## src/rtl/pcc_pkg.sv

```systemverilog
// Shared types and constants for the path conflict checker.
package pcc_pkg;

    localparam int AGENT_IDX_W = 6;
    localparam int STEP_IDX_W  = 8;
    localparam int COUNT_W     = 7;

    typedef enum logic [1:0] {
        OP_WRITE = 2'd0,
        OP_CLEAR = 2'd1,
        OP_CHECK = 2'd2
    } op_t;

    // Qualifiers travelling alongside the location read data.
    typedef struct packed {
        logic valid;
        logic first;
    } scan_ctrl_t;

endpackage

```

## src/rtl/pcc_scan_unit.sv

```systemverilog
// Shared compare unit: vertex and swap test for one time step of one agent pair.
module pcc_scan_unit #(
    parameter int LOC_W = 17
) (
    input  logic                   clk,
    input  pcc_pkg::scan_ctrl_t    ctrl,
    input  logic [LOC_W-1:0]       loc_i,
    input  logic [LOC_W-1:0]       loc_j,
    output logic                   hit
);

    import pcc_pkg::*;

    logic [LOC_W-1:0] prev_i_reg;
    logic [LOC_W-1:0] prev_j_reg;
    logic             vertex;
    logic             swap;

    assign vertex = (loc_j == loc_i);
    assign swap   = !ctrl.first && (prev_j_reg == loc_i) && (loc_j == prev_i_reg);
    // off-map steps of path i never count
    assign hit    = ctrl.valid && !loc_i[LOC_W-1] && (vertex || swap);

    always_ff @(posedge clk)
    begin
        if (ctrl.valid)
        begin
            prev_i_reg <= loc_i;
            prev_j_reg <= loc_j;
        end
    end

endmodule

```

## config.mk

```make
export PLATFORM = sky130hd
export DESIGN_NAME = pcc_scan_unit
export DESIGN_NICKNAME = d
export VERILOG_FILES = /design/src/rtl/pcc_pkg.sv /design/src/rtl/pcc_scan_unit.sv
export SDC_FILE = /design/constraint.sdc
export NUM_CORES = 1
export LEC_CHECK = 0
export BUFFER_PORTS_ARGS = -buffer_cell sky130_fd_sc_hd__buf_2
export CAP_MARGIN = 15
export CORE_UTILIZATION = 52
export CTS_BUF_LIST = sky130_fd_sc_hd__clkbuf_8 sky130_fd_sc_hd__clkbuf_16
export DETAILED_ROUTE_END_ITERATION = 10
export PLACE_DENSITY = 0.84
export SETUP_SLACK_MARGIN = 0.2
export SLEW_MARGIN = 0
export SYNTH_ARGS = -nofsm -noshare
export SYNTH_HDL_FRONTEND = slang
export SYNTH_SLANG_ARGS = --single-unit
```

## constraint.sdc

```tcl
create_clock -name clk -period 1.5 [get_ports clk]
set_input_delay 0.15 -clock clk [delete_from_list [all_inputs] [get_ports clk]]
set_output_delay 0.15 -clock clk [all_outputs]
set_load 0.01 [all_outputs]
```

==> run_results.csv <==
group,metric,value,unit
critical_path,slowest_stage,"edfxtp_1",
drt,vias,977,
die,core.rowCount,19,
layout,drive_gt1_share,35.1,%
placement,gp_congestion,0.810,
layout,diodes,0,
drt,ant_nets,0,
die,fp.dieH,57.6,um
critical_path,critPathArrivalTime,1670,ps
critical_path,critPathMaxStageDelay,390,ps
placement,dp_hpwl,2110,um
logic_synthesis,synth_cell_types,11,
global_route,grt_pass1_vias,1050,
power_and_ir_drop,p_leak,0.725,nW
sta,period_share,121,%
worst_hold_path,hold_end,"prev_i_reg[16]",
logic_synthesis,yosysSeqAreaShare,63.6,%
logic_synthesis,synth_nets,141,
sta,final.setup.worst_slack,-319,ps
die,io_pins,38,
critical_path,crit_type,"flop to output port",
drt,drtIter0Drc,28,
sta,slew_headroom,71.4,%
cts,root_buffer,"clkbuf_8",
critical_path,path_cells,"xnor2_1 -> nand2_1 -> nor4_1 -> buf_4 -> nand4_1 -> o41ai_2 -> buf_2",
cts,cts_buffers,5,
status,failed_checks,"DRC, setup timing",
run,drv_cap,0,
cts,cts_tree,"built",
logic_synthesis,yosysWarningCount,0,
sta,holdWs,76.2,ps
die,start_util,56.3,%
cts,cts.htree.levels,2,
sta,slew_viol_final,0,
placement,port_buffers,37,
layout,n_fill_cell,225,
cts,clockBufferDepth,2,
logic_synthesis,synth_area,1610,um2
logic_synthesis,synth_top_area_share,63.6,%
drt,routed_via_density,5.37,
sta,fmax,550,MHz
sta,setup_violations,1,
drt,drc,3,
logic_synthesis,synth.largest_area_cell,"edfxtp_1",
cts,cts.sinks,34,
critical_path,startpoint,"prev_i_reg[3]",
worst_hold_path,whs_path_depth,1,
critical_path,crit_path_start_kind,"flop",
logic_synthesis,netlist_instances,104,
logic_synthesis,syn_area_per_cell,15.4,um2
layout,layout.nets,187,
power_and_ir_drop,peakVddDrop,834,uV
drt,wl_per_cell,16.1,um
global_route,grt-ovfl-total,0,
global_route,antenna_found_initial,0,
logic_synthesis,ys_seq_elements,34,
logic_synthesis,synthTopCellsByArea,"edfxtp_1, xnor2_1, xor2_1",
die,core-area,2850,um2
sta,period_needed,1820,ps
cts,clk_pin_slew_worst_paths,70,ps
layout,syn2layout_area_growth,21.7,%
worst_hold_path,hp-class,"input port to flop",
die,fp.dieW,57.6,um
critical_path,worstPathRequired,1350,ps
die,dieArea,3320,um2
global_route,groute.usage.overall,20.6,%
drt,finalWirelength,2930,um
sta,rsz0062_at_grt,"yes",
global_route,grt_pass1_wl,4800,um
cts,ctsHoldBuffers,0,
status,status,"finished with violations",
critical_path,path_max_fanout,1,
drt,first_pass_iters,7,
critical_path,crit_path_end_kind,"output port",
sta,hold_viol,0,
global_route,grt_max_degree,35,
sta,worst_slew_pin_slew,430,ps
layout,final_util,68.6,%
worst_hold_path,hp-start,"loc_i[16]",
cts,post_cts_buffers,0,
power_and_ir_drop,power_density,1060,nW/um2
power breakdown:
| group | leakage (nW) | switching [mW] | internal (mW) |
|---|---|---|---|
| clock network | 0.0468 | 0.323 | 0.312 |
| registers | 0.333 | 0.0335 | 1.13 |
| logic | 0.346 | 0.143 | 0.140 |
| total | 0.725 | 0.500 | 1.58 |
critical path: cells and delay by family (launching register included):
| kind | cells | cell delay (ps) |
|---|---|---|
| and+or+nand+nor | 3 | 410 |
| buffers and inverters | 2 | 330 |
| xor gates and xnor gates | 1 | 180 |
| DFF | 1 | 390 |
| AOI/OAI and AO/OA | 1 | 70 |
cells in the final DEF (no fill, tap or decap):
master and n:
nand4_1 8, buf_2 37, nor4_1 2, buf_4 2
xor2_1 21, nand2_1 1, clkbuf_8 5, o41ai_2 1
clkinv_1 1, clkinv_2 1, nor3_1 2, nand2b_1 1
xnor2_1 26, inv_1 1, nor4_2 4, nand3_1 1
edfxtp_1 34, xnor2_2 3
area by class of cell:
cell class	instances	area, um2	share of cell area, %
timing repair buffer	39	200	10.2
clock buffer	5	68.8	3.52
sequential	34	1020	52.2
clock inverter	3	12.5	0.640
tap	31	38.8	1.98
multi-input combinational	70	614	31.4
worst max path at each step:
stage,slack [ps],end
finish,-320,hit
detailed placement,-30,hit
CTS,-320,hit
floorplan,270,hit
global route,-380,hit
global placement,-20,hit
cell families after synthesis:
| family | Yosys count | share of synthesized area, % |
|---|---|---|
| xor gates and xnor gates | 50 | 27.3 |
| AOI/OAI and AO/OA | 1 | 1.01 |
| and+or+nand+nor | 19 | 8.18 |
| DFF | 34 | 63.6 |
stage by stage:
step           setup WS, ps  total power, mW  area [um2]  setup TNS [ps]  cells
3_3_place_gp          -16.4             1.45        1850           -16.4    174
3_5_place_dp          -32.3             1.46        1850           -32.3    174
5_1_grt                -382             2.16        1960            -382    182
4_1_cts                -324             2.10        1940            -324    182
2_1_floorplan           271             1.32        1610               0    104
6_report               -319             2.08        1960            -319    182
metal layers:
metal | track usage, % | up-vias | share of wire, %
li1 | - | 477 | -
met1 | 25.7 | 463 | 43
met2 | 32.4 | 29 | 49
met3 | 5.90 | 8 | 5.5
met4 | 11.5 | 0 | 2.3
met5 | 0 | - | 0
synthesized netlist by cell type (all sizes together):
cell type	n
nand2	1
nand2b	1
edfxtp	34
nand4	8
nor4	6
o41ai	1
xor2	21
nor3	2
nand3	1
xnor2	29
repair_timing:
action	4_1_cts	5_1_grt
endpoints found under the setup margin	1	1
gates resized for setup	2	2
pin swaps	1	0
endpoints found under the hold margin	0	0
Note: power is estimated with default switching activity, not from simulation.
